--- config.mk ---
export PLATFORM = sky130hd
export DESIGN_NAME = button_click_classifier
export DESIGN_NICKNAME = d
export VERILOG_FILES = /design/src/design/bcc_pkg.sv /design/src/design/bcc_scan.sv /design/src/design/bcc_click.sv /design/src/design/button_click_classifier.sv
export SDC_FILE = /design/constraint.sdc
export NUM_CORES = 1
export LEC_CHECK = 0
export ABC_AREA = 1
export BUFFER_PORTS_ARGS = -buffer_cell sky130_fd_sc_hd__buf_2
export CORE_MARGIN = 4
export CORE_UTILIZATION = 60
export DETAILED_ROUTE_END_ITERATION = 8
export PLACE_DENSITY = 0.82
export SYNTH_ARGS = -nofsm -noshare
export SYNTH_HDL_FRONTEND = slang
export SYNTH_SLANG_ARGS = --single-unit
--- constraint.sdc ---
create_clock -name i_clk -period 4.9 [get_ports i_clk]
set_input_delay 0.49 -clock i_clk [delete_from_list [all_inputs] [get_ports i_clk]]
set_output_delay 0.49 -clock i_clk [all_outputs]
set_load 0.01 [all_outputs]
--- src/design/bcc_pkg.sv ---
`default_nettype none

package bcc_pkg;

    localparam int unsigned CfgIdxW   = 1;
    localparam int unsigned CfgDataW  = 8;
    localparam int unsigned InTdataW  = 8;
    localparam int unsigned OutTdataW = 8;

    localparam logic [7:0] LongLimitReset   = 8'd180;
    localparam logic [7:0] ClickWindowReset = 8'd50;

    typedef enum logic [CfgIdxW-1:0] {
        CFG_LONG_LIMIT   = 1'b0,
        CFG_CLICK_WINDOW = 1'b1
    } t_cfg_idx;

    typedef enum logic [1:0] {
        KEY_RELEASED = 2'd0,
        KEY_UP       = 2'd1,
        KEY_DOWN     = 2'd2
    } t_key;

    typedef enum logic [2:0] {
        EV_NONE   = 3'd0,
        EV_SHORT  = 3'd1,
        EV_LONG   = 3'd2,
        EV_DOUBLE = 3'd3,
        EV_TRIPLE = 3'd4
    } t_event;

    typedef enum logic [2:0] {
        SC_IDLE    = 3'd0,
        SC_CHANGE  = 3'd1,
        SC_STABLE  = 3'd2,
        SC_HOLD    = 3'd3,
        SC_RELEASE = 3'd4
    } t_scan_state;

    typedef enum logic [1:0] {
        CK_IDLE = 2'd0,
        CK_ONE  = 2'd1,
        CK_TWO  = 2'd2
    } t_click_state;

    typedef struct packed {
        t_key   key;
        t_event ev;
    } t_key_ev;

endpackage

`default_nettype wire

--- src/design/bcc_scan.sv ---
`default_nettype none

module bcc_scan
    import bcc_pkg::*;
(
    input  wire logic       i_clk,
    input  wire logic       i_rst_n,
    input  wire logic       i_en,
    input  wire logic       i_up_level,
    input  wire logic       i_down_level,
    input  wire logic [7:0] i_long_limit,
    output t_key_ev         o_ev
);

    t_scan_state r_state, n_state;
    t_key        r_prev_key;
    logic [7:0]  r_hold, n_hold;
    t_key        now_key;
    logic        same;

    always_comb begin
        if (i_up_level) begin
            now_key = KEY_UP;
        end else if (!i_down_level) begin
            now_key = KEY_DOWN;
        end else begin
            now_key = KEY_RELEASED;
        end
    end

    assign same = (now_key == r_prev_key);

    always_comb begin
        n_state = r_state;
        n_hold  = r_hold;
        o_ev    = '{key: KEY_RELEASED, ev: EV_NONE};
        case (r_state)
            SC_IDLE: begin
                if (!same) n_state = SC_CHANGE;
            end
            SC_CHANGE: begin
                n_state = same ? SC_STABLE : SC_IDLE;
            end
            SC_STABLE: begin
                if (same) begin
                    n_state = SC_HOLD;
                end else begin
                    n_state = SC_IDLE;
                    o_ev    = '{key: r_prev_key, ev: EV_SHORT};
                end
            end
            SC_HOLD: begin
                if (same) begin
                    if (r_hold > i_long_limit) begin
                        n_hold  = '0;
                        n_state = SC_RELEASE;
                        o_ev    = '{key: r_prev_key, ev: EV_LONG};
                    end else begin
                        n_hold = r_hold + 8'd1;
                    end
                end else begin
                    n_hold  = '0;
                    n_state = SC_IDLE;
                    o_ev    = '{key: r_prev_key, ev: EV_SHORT};
                end
            end
            SC_RELEASE: begin
                if (!same) n_state = SC_IDLE;
            end
            default: begin
                n_state = r_state;
            end
        endcase
    end

    always_ff @(posedge i_clk) begin
        if (!i_rst_n) begin
            r_state    <= SC_IDLE;
            r_prev_key <= KEY_RELEASED;
            r_hold     <= '0;
        end else if (i_en) begin
            r_state    <= n_state;
            r_prev_key <= now_key;
            r_hold     <= n_hold;
        end
    end

`ifndef SYNTH
    a_hold_only_holding: assert property (@(posedge i_clk) disable iff (!i_rst_n)
        (r_hold != 8'd0) |-> (r_state == SC_HOLD))
        else $error("hold counter nonzero outside holding");
    a_long_from_hold: assert property (@(posedge i_clk) disable iff (!i_rst_n)
        (i_en && o_ev.ev == EV_LONG) |=> (r_state == SC_RELEASE && r_hold == 8'd0))
        else $error("long press did not move to wait release");
    a_short_to_idle: assert property (@(posedge i_clk) disable iff (!i_rst_n)
        (i_en && o_ev.ev == EV_SHORT) |=> (r_state == SC_IDLE))
        else $error("short press did not return to idle");
`endif

endmodule

`default_nettype wire

--- src/design/bcc_click.sv ---
`default_nettype none

module bcc_click
    import bcc_pkg::*;
(
    input  wire logic       i_clk,
    input  wire logic       i_rst_n,
    input  wire logic       i_en,
    input  wire t_key_ev    i_ev,
    input  wire logic [7:0] i_window,
    output t_key_ev         o_res
);

    t_click_state r_state, n_state;
    logic [7:0]   r_count, n_count;
    t_key         r_key, n_key;
    logic [7:0]   count_inc;
    logic         same_click;
    t_key_ev      res;

    assign count_inc  = r_count + 8'd1;
    assign same_click = (i_ev.ev == EV_SHORT) && (i_ev.key == r_key);

    always_comb begin
        n_state = r_state;
        n_count = r_count;
        n_key   = r_key;
        res     = '{key: KEY_RELEASED, ev: EV_NONE};
        case (r_state)
            CK_IDLE: begin
                if (i_ev.ev == EV_SHORT) begin
                    n_key   = i_ev.key;
                    n_count = '0;
                    n_state = CK_ONE;
                end else begin
                    res = i_ev;
                end
            end
            CK_ONE: begin
                if (same_click) begin
                    n_count = '0;
                    n_state = CK_TWO;
                end else begin
                    n_count = count_inc;
                    if (count_inc >= i_window) begin
                        res     = '{key: r_key, ev: EV_SHORT};
                        n_state = CK_IDLE;
                    end
                end
            end
            CK_TWO: begin
                if (same_click) begin
                    res     = '{key: r_key, ev: EV_TRIPLE};
                    n_state = CK_IDLE;
                end else begin
                    n_count = count_inc;
                    if (count_inc >= i_window) begin
                        res     = '{key: r_key, ev: EV_DOUBLE};
                        n_state = CK_IDLE;
                    end
                end
            end
            default: begin
                n_state = r_state;
            end
        endcase
        o_res = res;
        if (res.ev == EV_NONE) o_res.key = KEY_RELEASED;
    end

    always_ff @(posedge i_clk) begin
        if (!i_rst_n) begin
            r_state <= CK_IDLE;
            r_count <= '0;
            r_key   <= KEY_RELEASED;
        end else if (i_en) begin
            r_state <= n_state;
            r_count <= n_count;
            r_key   <= n_key;
        end
    end

endmodule

`default_nettype wire

--- src/design/button_click_classifier.sv ---
// Channel   | Dir | Word
// s_axis    | in  | tdata[0] up_level, tdata[1] down_level, tdata[7:2] zero
// m_axis    | out | tdata[1:0] key_id, tdata[4:2] event_res, tdata[7:5] zero
// cfg       | in  | i_cfg_we, i_cfg_idx (0 long_press_limit, 1 click_window)
//
// One word per cycle unless stalled; one result word per input word.
// State advances and the result is registered on accept.
// s_axis_tready drops only while a result is held and m_axis_tready is low.
// Synchronous active-low i_rst_n resets every register except r_out.
`default_nettype none

module button_click_classifier
    import bcc_pkg::*;
#(
    parameter logic [7:0] LONG_LIMIT_RESET   = LongLimitReset,
    parameter logic [7:0] CLICK_WINDOW_RESET = ClickWindowReset
) (
    input  wire logic                 i_clk,
    input  wire logic                 i_rst_n,
    input  wire logic                 i_cfg_we,
    input  wire logic [CfgIdxW-1:0]   i_cfg_idx,
    input  wire logic [CfgDataW-1:0]  i_cfg_wdata,
    input  wire logic                 s_axis_tvalid,
    output logic                      s_axis_tready,
    // up_level, down_level, zero pad
    input  wire logic [InTdataW-1:0]  s_axis_tdata,
    output logic                      m_axis_tvalid,
    input  wire logic                 m_axis_tready,
    // key_id, event_res, zero pad
    output logic [OutTdataW-1:0]      m_axis_tdata
);

    logic [7:0] r_long_limit;
    logic [7:0] r_click_window;
    logic       r_out_valid;
    t_key_ev    r_out;
    logic       accept;
    t_key_ev    scan_ev;
    t_key_ev    click_res;

    always_ff @(posedge i_clk) begin
        if (!i_rst_n) begin
            r_long_limit   <= LONG_LIMIT_RESET;
            r_click_window <= CLICK_WINDOW_RESET;
        end else if (i_cfg_we) begin
            case (t_cfg_idx'(i_cfg_idx))
                CFG_LONG_LIMIT:   r_long_limit   <= i_cfg_wdata[7:0];
                CFG_CLICK_WINDOW: r_click_window <= i_cfg_wdata[7:0];
                default:          r_long_limit   <= r_long_limit;
            endcase
        end
    end

    assign s_axis_tready = !r_out_valid || m_axis_tready;
    assign accept        = s_axis_tvalid && s_axis_tready;

    bcc_scan u_scan (
        .i_clk        (i_clk),
        .i_rst_n      (i_rst_n),
        .i_en         (accept),
        .i_up_level   (s_axis_tdata[0]),
        .i_down_level (s_axis_tdata[1]),
        .i_long_limit (r_long_limit),
        .o_ev         (scan_ev)
    );

    bcc_click u_click (
        .i_clk    (i_clk),
        .i_rst_n  (i_rst_n),
        .i_en     (accept),
        .i_ev     (scan_ev),
        .i_window (r_click_window),
        .o_res    (click_res)
    );

    always_ff @(posedge i_clk) begin
        if (!i_rst_n) begin
            r_out_valid <= 1'b0;
        end else if (accept) begin
            r_out_valid <= 1'b1;
        end else if (m_axis_tready) begin
            r_out_valid <= 1'b0;
        end
    end

    always_ff @(posedge i_clk) begin
        if (accept) r_out <= click_res;
    end

    assign m_axis_tvalid = r_out_valid;
    assign m_axis_tdata  = {{(OutTdataW - 5){1'b0}}, r_out.ev, r_out.key};

`ifndef SYNTH
    a_accept_gives_result: assert property (@(posedge i_clk) disable iff (!i_rst_n)
        accept |=> r_out_valid)
        else $error("accepted word produced no result");
    a_no_event_no_key: assert property (@(posedge i_clk) disable iff (!i_rst_n)
        (r_out_valid && r_out.ev == EV_NONE) |-> (r_out.key == KEY_RELEASED))
        else $error("key reported without event");
    a_ready_when_empty: assert property (@(posedge i_clk) disable iff (!i_rst_n)
        !r_out_valid |-> s_axis_tready)
        else $error("input stalled with empty output register");
`endif

endmodule

`default_nettype wire
* Word level (Yosys, flattened, before mapping) *
Index checks and enable logic that the tools add are counted.

storage, ports and cells
  logic and storage cells = 79
  bits in registers = 47

operators by class
  bitwise logic cells = 1
  add/sub/neg operators = 2
  magnitude comparators = 2
  multiplexer cells = 32
  equality and inequality tests = 14
  reduce and logical (&&, ||, !) cells = 17

operators by type and width
  operator               number
  $mux W5                8
  $mux W8                5
  $pmux W8 S3            1
  $add A8 B1 Y8 const B  2
  $mux W2                8
  $pmux W3 S5            1
  $pmux W5 S3            1
  $mux W3                4
  $pmux W5 S2            1
  $ge A8 B8 Y1           1
  $gt A8 B8 Y1           1
  $eq A3 B1 Y1 const B   2
  $eq A3 B2 Y1 const B   2
  $logic_not A3 Y1       2
  $ne A2 B2 Y1 const B   3
  $pmux W2 S3            1
  $reduce_and A2 Y1      3
  $reduce_and A3 Y1      2
  $reduce_and A5 Y1      1
  $reduce_bool A5 Y1     1
  $eq A2 B2 Y1           2
  $reduce_and A4 Y1      1
  $eq A3 B3 Y1 const B   1
  $ne A3 B3 Y1 const B   1
  other kinds (11)       13

* Logic depth before layout (Yosys ltp) *
Gate-level depths: netlist (run 1).

  depth after elaboration = 10
  mapped depth = 22
  mapped depth without buffers = 22

* Hierarchy *
A second synthesis (run 1) with hierarchy kept.

unflattened totals
  cells, all modules = 410
  area, all modules = 2935.3 um2

modules (own cells, without submodules)
  module                   cells each  times used  area an instance (um2)
  bcc_click                170         1           1094.8
  bcc_scan                 145         1           1006.0
  button_click_classifier  95          1           834.6

* Worst setup path after synthesis (run 1) *
OpenSTA, ideal clock, no wires.

  kind = flip-flop to flip-flop
  start point = register u_click.r_count[0]
  end point = register r_out (netlist bit m_axis_tdata[0]), data pin
  clock period less this slack = 2.410 ns
  library setup time = 0.249 ns
  path buffers = 0
  data arrival time = 2.161 ns
  stages on the path, launching flop included = 16
  required time = 4.651 ns
  slack = 2.490 ns
  cell sequence = dfxtp_1 ha_1 nand3_1 nand3b_1 xnor2_1 ha_1 nand2_1 nor2_1 a211oi_1 nand3_1 inv_1 a21oi_1 nand2_1 nand3_1 nand2_1 inv_1

between the ends
  longest elaborated chain between the ends = 6
  elaborated cells on any way between the ends = 8

RTL lines
  element                            RTL line                          RTL
  from (decl)                        bcc_click.sv:15                   logic [7:0] r_count, n_count;
  from (signal assigned)             bcc_click.sv:78                   r_count <= n_count;
  $add A8 B1 Y8 *                    bcc_click.sv:21                   assign count_inc = r_count + 8'd1;
  $ge A8 B8 Y1 *                     bcc_click.sv:45, bcc_click.sv:57
  $mux W5, on equally long branches  bcc_click.sv:57, bcc_click.sv:45
  $mux W5, on equally long branches  bcc_click.sv:52, bcc_click.sv:40
  $pmux W5 S3 *                      bcc_click.sv:29                   case (r_state)
  $logic_not A3 Y1                   bcc_click.sv:68                   if (res.ev == EV_NONE) o_res.key = KEY_RELEASED;
  to (signal assigned)               button_click_classifier.sv:87     if (accept) r_out <= click_res;
  to (decl)                          button_click_classifier.sv:36     t_key_ev r_out;

Every way passes the cells marked *; elsewhere a longest branch is shown, timed or not.
A chain may end at the register's enable or synchronous reset.

* Worst setup path after layout (run 1) *
Same ends and word-level chain as after synthesis.

==> results of run 1 <==
==> stage by stage <==
step	cell area, sq um	total power, uW	util [%]	hold slack (ns)
CTS	3000	798	67.9	0.413
floorplan	2790	518	-	0.435
detailed placement	2890	543	65.6	0.458
finish	3000	790	67.9	0.419
global route	3000	836	67.9	0.432
global placement	2890	539	65.6	0.453
==> cells in the final DEF (no fill, tap or decap), types with 2 or more instances in the layout <==
cell,instances
sky130_fd_sc_hd__nand3_1,23
sky130_fd_sc_hd__nand2_1,69
sky130_fd_sc_hd__dfxtp_1,42
sky130_fd_sc_hd__nand3_2,7
sky130_fd_sc_hd__buf_2,22
sky130_fd_sc_hd__nor3_1,9
sky130_fd_sc_hd__nand2_2,4
sky130_fd_sc_hd__nand4_1,6
sky130_fd_sc_hd__a211oi_1,2
sky130_fd_sc_hd__clkbuf_8,7
sky130_fd_sc_hd__o211ai_1,7
sky130_fd_sc_hd__o21ai_0,19
sky130_fd_sc_hd__o21ai_1,2
sky130_fd_sc_hd__xnor2_1,3
sky130_fd_sc_hd__nor2_1,28
sky130_fd_sc_hd__nand3b_1,3
sky130_fd_sc_hd__ha_1,22
sky130_fd_sc_hd__inv_1,53
sky130_fd_sc_hd__conb_1,3
sky130_fd_sc_hd__nand2_4,3
sky130_fd_sc_hd__inv_2,2
sky130_fd_sc_hd__a21oi_1,37
sky130_fd_sc_hd__xor2_1,7
sky130_fd_sc_hd__edfxtp_1,5
sky130_fd_sc_hd__nor2_4,2
==> final timing paths <==
check,cells after the start,end,startpoint
hold reg to reg,2,r_long_limit[6],r_long_limit[6]
setup reg to reg,15,m_axis_tdata[0],u_click.r_count[0]
hold / removal,3,r_long_limit[7],i_cfg_wdata[7]
setup / recovery,15,m_axis_tdata[0],u_click.r_count[0]
==> area by class of cell <==
type	count	area [sq um]
Timing Repair Buffer	22	110
Clock inverter	1	6.26
Inverter	55	206
Tap cell	52	65.1
Fill cell	381	1420
Sequential cell	47	991
Clock buffer	7	96.3
Multi-Input combinational cell	263	1520
==> power groups by stage <==
stage	logic (uW)	clock network [uW]	registers, uW
2_1_floorplan	94.5	0	424
3_3_place_gp	115	0	424
3_5_place_dp	119	0	425
4_1_cts	120	262	416
5_1_grt	139	279	418
6_report	120	254	416
==> registers in the layout, summed over array words and instances, names as in the netlist <==
register           cells
m_axis_tdata           5
m_axis_tvalid          1
r_click_window         8
r_long_limit           8
u_click.r_count        8
u_click.r_key          2
u_click.r_state        2
u_scan.r_hold          8
u_scan.r_prev_key      2
u_scan.r_state         3
==> worst reg2reg max path: cells and delay by family, from the launching register on <==
kind,cells,cell delay (ns)
DFF,1,0.39
and+or+nand+nor,8,0.91
xor gates and xnor gates,1,0.29
adders and majority gates,2,0.49
buffers and inverters,2,0.20
AOI/OAI and AO/OA,2,0.29
==> cells by family after synthesis <==
group / synth area share (%)
and+or+nand+nor: 26.9
AOI/OAI and AO/OA: 14.4
buffers and inverters: 9.94
DFF: 35.6
adders and majority gates: 9.90
xor gates and xnor gates: 3.15
other: 0.135
==> per-layer routing <==
metal	routed length [microns]	vias to the layer above	global-route usage [%]
met3	138	6	3.90
li1	-	1265	-
met1	2530	1107	23.9
met4	63	0	5.24
met5	0	-	0
met2	2650	22	33.4
==> impl_summary.txt, run 1 <==
----------------------------------------------------
[Outcome]
  Outcome ... complete, no violations

[Floorplan]
  I/O Pins ... 32
  Starting utilization of the core area ... 63.0%
  Overall die height ... 76.1 microns
  Count of standard-cell rows ... 24
  Full die area ... 5790 sq um
  Die Wd ... 76.1 microns
  Area of the core ... 4410 sq um

[Synthesis]
  Proportion of netlist area held by the largest area contributor ... 30.2%
  Netlist Area Pre-Place ... 2780 sq um
  Largest area contributor in the synthesized netlist ... sky130_fd_sc_hd__dfxtp_1
  Number of flops mapped to enable cells by yosys ... 5
  Cell types with the highest counts after synthesis ... sky130_fd_sc_hd__nand2_1, sky130_fd_sc_hd__inv_1, sky130_fd_sc_hd__dfxtp_1
  Count leader, synth ... sky130_fd_sc_hd__nand2_1
  Cell variety after synth ... 35
  Warnings from Yosys ... 0
  Prevailing post-synth register cell ... sky130_fd_sc_hd__dfxtp_1
  Share of the yosys chip area belonging to registers ... 35.6%
  Cell types with the largest area share after synthesis ... sky130_fd_sc_hd__dfxtp_1, sky130_fd_sc_hd__ha_1, sky130_fd_sc_hd__nand2_1, sky130_fd_sc_hd__inv_1, sky130_fd_sc_hd__a21oi_1
  Gate count of the mapped netlist ... 373
  Async S/R FF share, synth ... 0%
  Synthesized area per cell ... 7.46 sq um
  Register bit total from synthesis ... 47

[Cells and area]
  Area added between synthesis and finish ... 7.74%
  Share of post-route cells with drive strength above 1 ... 12.9%
  Antenna cells ... 0
  Total Nets Final ... 438
  Final Instance Count excl. Fillers ... 447

[Timing]
  Portion of the clock cycle consumed by the worst path in the final layout ... 57.3%
  Worst slew margin relative to its limit ... 62.1%
  Slew @ Worst Pin ... 0.566 ns
  Highest clock frequency the design can meet ... 356 MHz
  Setup repair after global routing missed its margin ... no
  Final count of hold timing violations ... 0
  Number of setup violations in the final report ... 0
  Setup WS post-layout ... 2.09 ns
  Shortest clock period the worst path allows after layout ... 2.81 ns
  Aggregate negative setup slack ... 0 ns
  Max-slew violations ... 0
  Worst clock skew on the final layout ... 0.00485 ns

[Setup path]
  Category of the worst setup path launch point ... flip-flop
  Buf/Inv on CP ... 2
  Dominant delay contributor by cell family on the critical path ... simple AND/OR/NAND/NOR gates
  Cells along the critical path ... ha_1 > nand3_1 > nand3b_1 > xnor2_1 > ha_1 > nand2_1 > nor2_1 > a211oi_1 > nand3_1 > inv_1 > a21oi_1 > nand2_1 > nand3_1 > nand2_1 > inv_1
  Req. time, crit path ... 4.96 ns
  Setup crit end kind ... flip-flop
  Biggest fanout along the worst timing path ... 6
  Critical path data arrival time ... 2.87 ns
  Worst setup path category ... reg -> reg
  Delay contributed by the slowest stage of the critical path ... 0.39 ns
  Critical-path cell with the highest stage delay ... sky130_fd_sc_hd__dfxtp_1
  Reg-to-reg slack, setup ... 2.09 ns

[Routing]
  Number of vias per cell ... 5.37
  Total iterations of the first detailed-routing run ... 4
  Final Routed Wirelength ... 5380 microns
  Number of violations reported at the end of detailed-routing iteration 0 ... 141
  Number of vias in the routed layout ... 2400
  DRC violations left ... 0
  Number of nets still failing antenna checks after routing ... 0
  Post-detailed-route wirelength per cell ... 12.0 microns

[Power]
  Leakage Power ... 0.00140 uW
  Int Pwr ... 573 uW
  Share of total power in combinational logic ... 15.2%
  Power density over cell area ... 264 nW/um^2
  Net load switching power ... 217 uW
  Maximum VDD drop ... 0.000175 V
  Portion of total power attributed to sequential cells ... 52.6%
  Clock share of power ... 32.2%
  Switching Fraction ... 27.5%

[CTS]
  Number of buffers created by CTS ... 5
  Maximum clock path buffer count ... 2
  Clock H-tree levels ... 2
  Register clock-pin slew on the reported worst setup and hold paths ... 0.08 ns
  CTS tree ... yes
  Post-CTS setup buffer count ... 0
  Latest clock arrival within the worst-skew pair ... 0.30 ns
  Clk sink count ... 47
  Clock root buffer ... sky130_fd_sc_hd__clkbuf_8
  Hold_buf cts ... 0
  Cells resized by post-CTS repair ... 0

[Global route]
  Global-route wire length before repair ... 9480 microns
  Number of global-route vias before repair ... 2216
  Global-route total usage across every layer ... 19.2%
  Maximum number of pins on one net before global-route repair ... 26
  Initial antenna violation count ... 0
  Overflow left after global routing ... 0

[Place]
  Detailed Place HPWL ... 4200 microns
  Pre-CTS setup slack ... 2.09 ns
  Cells after DPL ... 439
  Placer Congestion ... 0.887
  Port Buffers ... 22

[Run]
  MaxCap Viol Count ... 0

[Worst hold path]
  Hold Crit Class ... in -> reg

----------------------------------------------------
Power figures use the tool's default switching activity.
==> inputs of run 2 (changes only) <==
--- a/config.mk
+++ b/config.mk
@@ -8,9 +8,9 @@
 export ABC_AREA = 1
 export BUFFER_PORTS_ARGS = -buffer_cell sky130_fd_sc_hd__buf_2
 export CORE_MARGIN = 4
-export CORE_UTILIZATION = 60
+export CORE_UTILIZATION = 53
 export DETAILED_ROUTE_END_ITERATION = 8
-export PLACE_DENSITY = 0.82
+export PLACE_DENSITY = 0.76
 export SYNTH_ARGS = -nofsm -noshare
 export SYNTH_HDL_FRONTEND = slang
 export SYNTH_SLANG_ARGS = --single-unit
==> constraint.sdc (replaced) <==
create_clock -name i_clk -period 2.4 [get_ports i_clk]
set_input_delay 0.24 -clock i_clk [delete_from_list [all_inputs] [get_ports i_clk]]
set_output_delay 0.24 -clock i_clk [all_outputs]
set_load 0.01 [all_outputs]
==> impl_summary.txt, run 2 (same netlist as run 1, synthesis figures left out) <==
----------------------------------------------------
[Timing]
  Number of setup violations in the final report ... 11 (was 0)
  Final count of hold timing violations ... 0 (unchanged)
  Max-slew violations ... 0 (unchanged)
  Setup repair after global routing missed its margin ... yes (was no)
  Shortest clock period the worst path allows after layout ... 2.48 ns (was 2.81 ns)
  Setup WS post-layout ... -0.0783 ns (was 2.09 ns)
  Highest clock frequency the design can meet ... 403 MHz (was 356 MHz)
  Worst clock skew on the final layout ... 0.0103 ns (was 0.00485 ns)
  Worst slew margin relative to its limit ... 53.4% (was 62.1%)
  Portion of the clock cycle consumed by the worst path in the final layout ... 103% (was 57.3%)
  Slew @ Worst Pin ... 0.700 ns (was 0.566 ns)

[Routing]
  Number of vias per cell ... 5.30 (was 5.37)
  Number of vias in the routed layout ... 2640 (was 2400)
  Number of violations reported at the end of detailed-routing iteration 0 ... 202 (was 141)
  Final Routed Wirelength ... 7030 microns (was 5380 microns)
  Post-detailed-route wirelength per cell ... 14.1 microns (was 12.0 microns)
  DRC violations left ... 0 (unchanged)
  Number of nets still failing antenna checks after routing ... 0 (unchanged)
  Total iterations of the first detailed-routing run ... 4 (unchanged)

[CTS]
  Register clock-pin slew on the reported worst setup and hold paths ... 0.10 ns (was 0.08 ns)
  Clk sink count ... 47 (unchanged)
  Hold_buf cts ... 0 (unchanged)
  Clock H-tree levels ... 2 (unchanged)
  Number of buffers created by CTS ... 5 (unchanged)
  Maximum clock path buffer count ... 2 (unchanged)
  CTS tree ... yes (unchanged)
  Latest clock arrival within the worst-skew pair ... 0.31 ns (was 0.30 ns)
  Clock root buffer ... sky130_fd_sc_hd__clkbuf_8 (unchanged)

[Cells and area]
  Share of post-route cells with drive strength above 1 ... 35.5% (was 12.9%)
  Utilization of the core after routing ... 70.7% (was 67.9%)
  Total Nets Final ... 471 (was 438)
  Filler Cells Inserted ... 408 (was 381)
  Antenna cells ... 0 (unchanged)
  Area added between synthesis and finish ... 29.8% (was 7.74%)
  Most common library cell in the layout ignoring fill and taps ... sky130_fd_sc_hd__nand2_1 (unchanged)
  Commonest cells after routing, fill and taps aside ... sky130_fd_sc_hd__nand2_1, sky130_fd_sc_hd__inv_1, sky130_fd_sc_hd__a21oi_1, sky130_fd_sc_hd__dfxtp_1 (was sky130_fd_sc_hd__nand2_1, sky130_fd_sc_hd__inv_1, sky130_fd_sc_hd__dfxtp_1, sky130_fd_sc_hd__a21oi_1, sky130_fd_sc_hd__nor2_1)

[Setup path]
  Category of the worst setup path launch point ... flip-flop (unchanged)
  Biggest fanout along the worst timing path ... 4 (was 6)
  Critical path data arrival time ... 2.54 ns (was 2.87 ns)
  Delay contributed by the slowest stage of the critical path ... 0.37 ns (was 0.39 ns)
  Setup crit end kind ... flip-flop (unchanged)
  Crit-path most repeated cell ... sky130_fd_sc_hd__nand3_1
  Worst setup path category ... reg -> reg (unchanged)
  Req. time, crit path ... 2.46 ns (was 4.96 ns)
  Cells along the critical path ... ha_2 > nand3_1 > nand3b_1 > xnor2_2 > ha_1 > nand2_2 > nor2_1 > a211oi_2 > nand3_2 > buf_4 > buf_6 > nand3_1 > a21oi_1 (was ha_1 > nand3_1 > nand3b_1 > xnor2_1 > ha_1 > nand2_1 > nor2_1 > a211oi_1 > nand3_1 > inv_1 > a21oi_1 > nand2_1 > nand3_1 > nand2_1 > inv_1)
  Critical-path cell with the highest stage delay ... sky130_fd_sc_hd__dfxtp_2 (was sky130_fd_sc_hd__dfxtp_1)

[Floorplan]
  I/O Pins ... 32 (unchanged)
  Overall die height ... 80.4 microns (was 76.1 microns)
  Full die area ... 6470 sq um (was 5790 sq um)
  Die Wd ... 80.4 microns (was 76.1 microns)
  Area of the core ... 5110 sq um (was 4410 sq um)
  Count of standard-cell rows ... 26 (was 24)
  Starting utilization of the core area ... 54.5% (was 63.0%)

[Worst hold path]
  Hold Crit Class ... in -> reg (unchanged)

[Place]
  Pre-CTS setup slack ... -0.220 ns (was 2.09 ns)
  Placer Congestion ... 0.845 (was 0.887)
  Detailed Place HPWL ... 4480 microns (was 4200 microns)
  Port Buffers ... 22 (unchanged)

[Global route]
  Initial antenna violation count ... 0 (unchanged)
  Maximum number of pins on one net before global-route repair ... 26 (unchanged)
  Number of global-route vias before repair ... 2318 (was 2216)
  Global-route total usage across every layer ... 19.8% (was 19.2%)
  Overflow left after global routing ... 0 (unchanged)
  Global-route wire length before repair ... 10200 microns (was 9480 microns)

[Power]
  Power density over cell area ... 469 nW/um^2 (was 264 nW/um^2)
  Maximum VDD drop ... 0.000406 V (was 0.000175 V)
  Leakage Power ... 0.00158 uW (was 0.00140 uW)

[Outcome]
  Failing checks ... negative setup slack
  Outcome ... finished, violations left (was complete, no violations)

[Run]
  MaxCap Viol Count ... 0 (unchanged)

----------------------------------------------------
==> run 2: cell types whose count changed in the layout (fill, tap and decap cells not counted), moves of 11 or more <==
| cell | delta |
|---|---|
| sky130_fd_sc_hd__nand3_1 | -11 |
| sky130_fd_sc_hd__dfxtp_2 | +14 |
| sky130_fd_sc_hd__buf_4 | +25 |
| sky130_fd_sc_hd__nand2_1 | -11 |
| sky130_fd_sc_hd__dfxtp_1 | -15 |
==> run 2: critical path: cells and delay by family (launching register included) <==
kind,cells,cell delay [ns]
DFF,1,0.37
and+or+nand+nor,6,0.69
buffers and inverters,2,0.29
adders and majority gates,2,0.46
xor gates and xnor gates,1,0.16
AOI/OAI and AO/OA,2,0.28
==> run 2: where the power goes <==
group	internal (uW)	switching [uW]
logic	126	213
clock network	210	292
registers	829	22.0
==> run 2: final cells by class <==
cell class                      instances  area, sq um  area share [%]
Timing Repair Buffer                   54          394            10.9
Clock inverter                          3         22.5           0.624
Sequential cell                        47         1010            28.0
Tap cell                               70         87.6            2.43
Multi-Input combinational cell        264         1810            50.2
Inverter                               55          211            5.86
Clock buffer                            5         68.8            1.91
==> run 2: per-stage QoR <==
step                      hold slack, ns  area [sq um]  power, uW  cells  setup TNS [ns]
after global placement             0.456          3050       1110    474          -0.224
final                              0.162          3610       1690    498          -0.400
after detailed placement           0.455          3050       1120    474          -0.746
after floorplan                    0.370          2800       1060    375               0
after CTS                          0.161          3180       1610    482         -0.0733
after global routing               0.160          3610       1780    498           -2.26
==> run 2: timing repair <==
action,in CTS,in global routing
hold endpoints to repair,0,0
gates resized for setup,9,73
pin swaps,2,29
gates cloned,0,1
endpoints found under the setup margin,7,14
setup buffers,0,15
==> run 2: worst paths after layout <==
path	start	end	slack, ns	cells past startpoint
worst max-delay path	u_click.r_count[0]	m_axis_tdata[3]	-0.08	13
worst min-delay path	i_cfg_wdata[5]	r_click_window[5]	0.16	3
worst max register to register	u_click.r_count[0]	m_axis_tdata[3]	-0.08	13
worst min register to register	r_click_window[3]	r_click_window[3]	0.47	2
==> run 2: metal layers <==
layer / global-route usage, % / wire [microns] / up-vias
li1: - / - / 1340
met1: 25.1 / 3020 / 1246
met2: 34.5 / 3660 / 42
met3: 3.36 / 232 / 12
met4: 5.57 / 113 / 0
met5: 0 / 0 / -
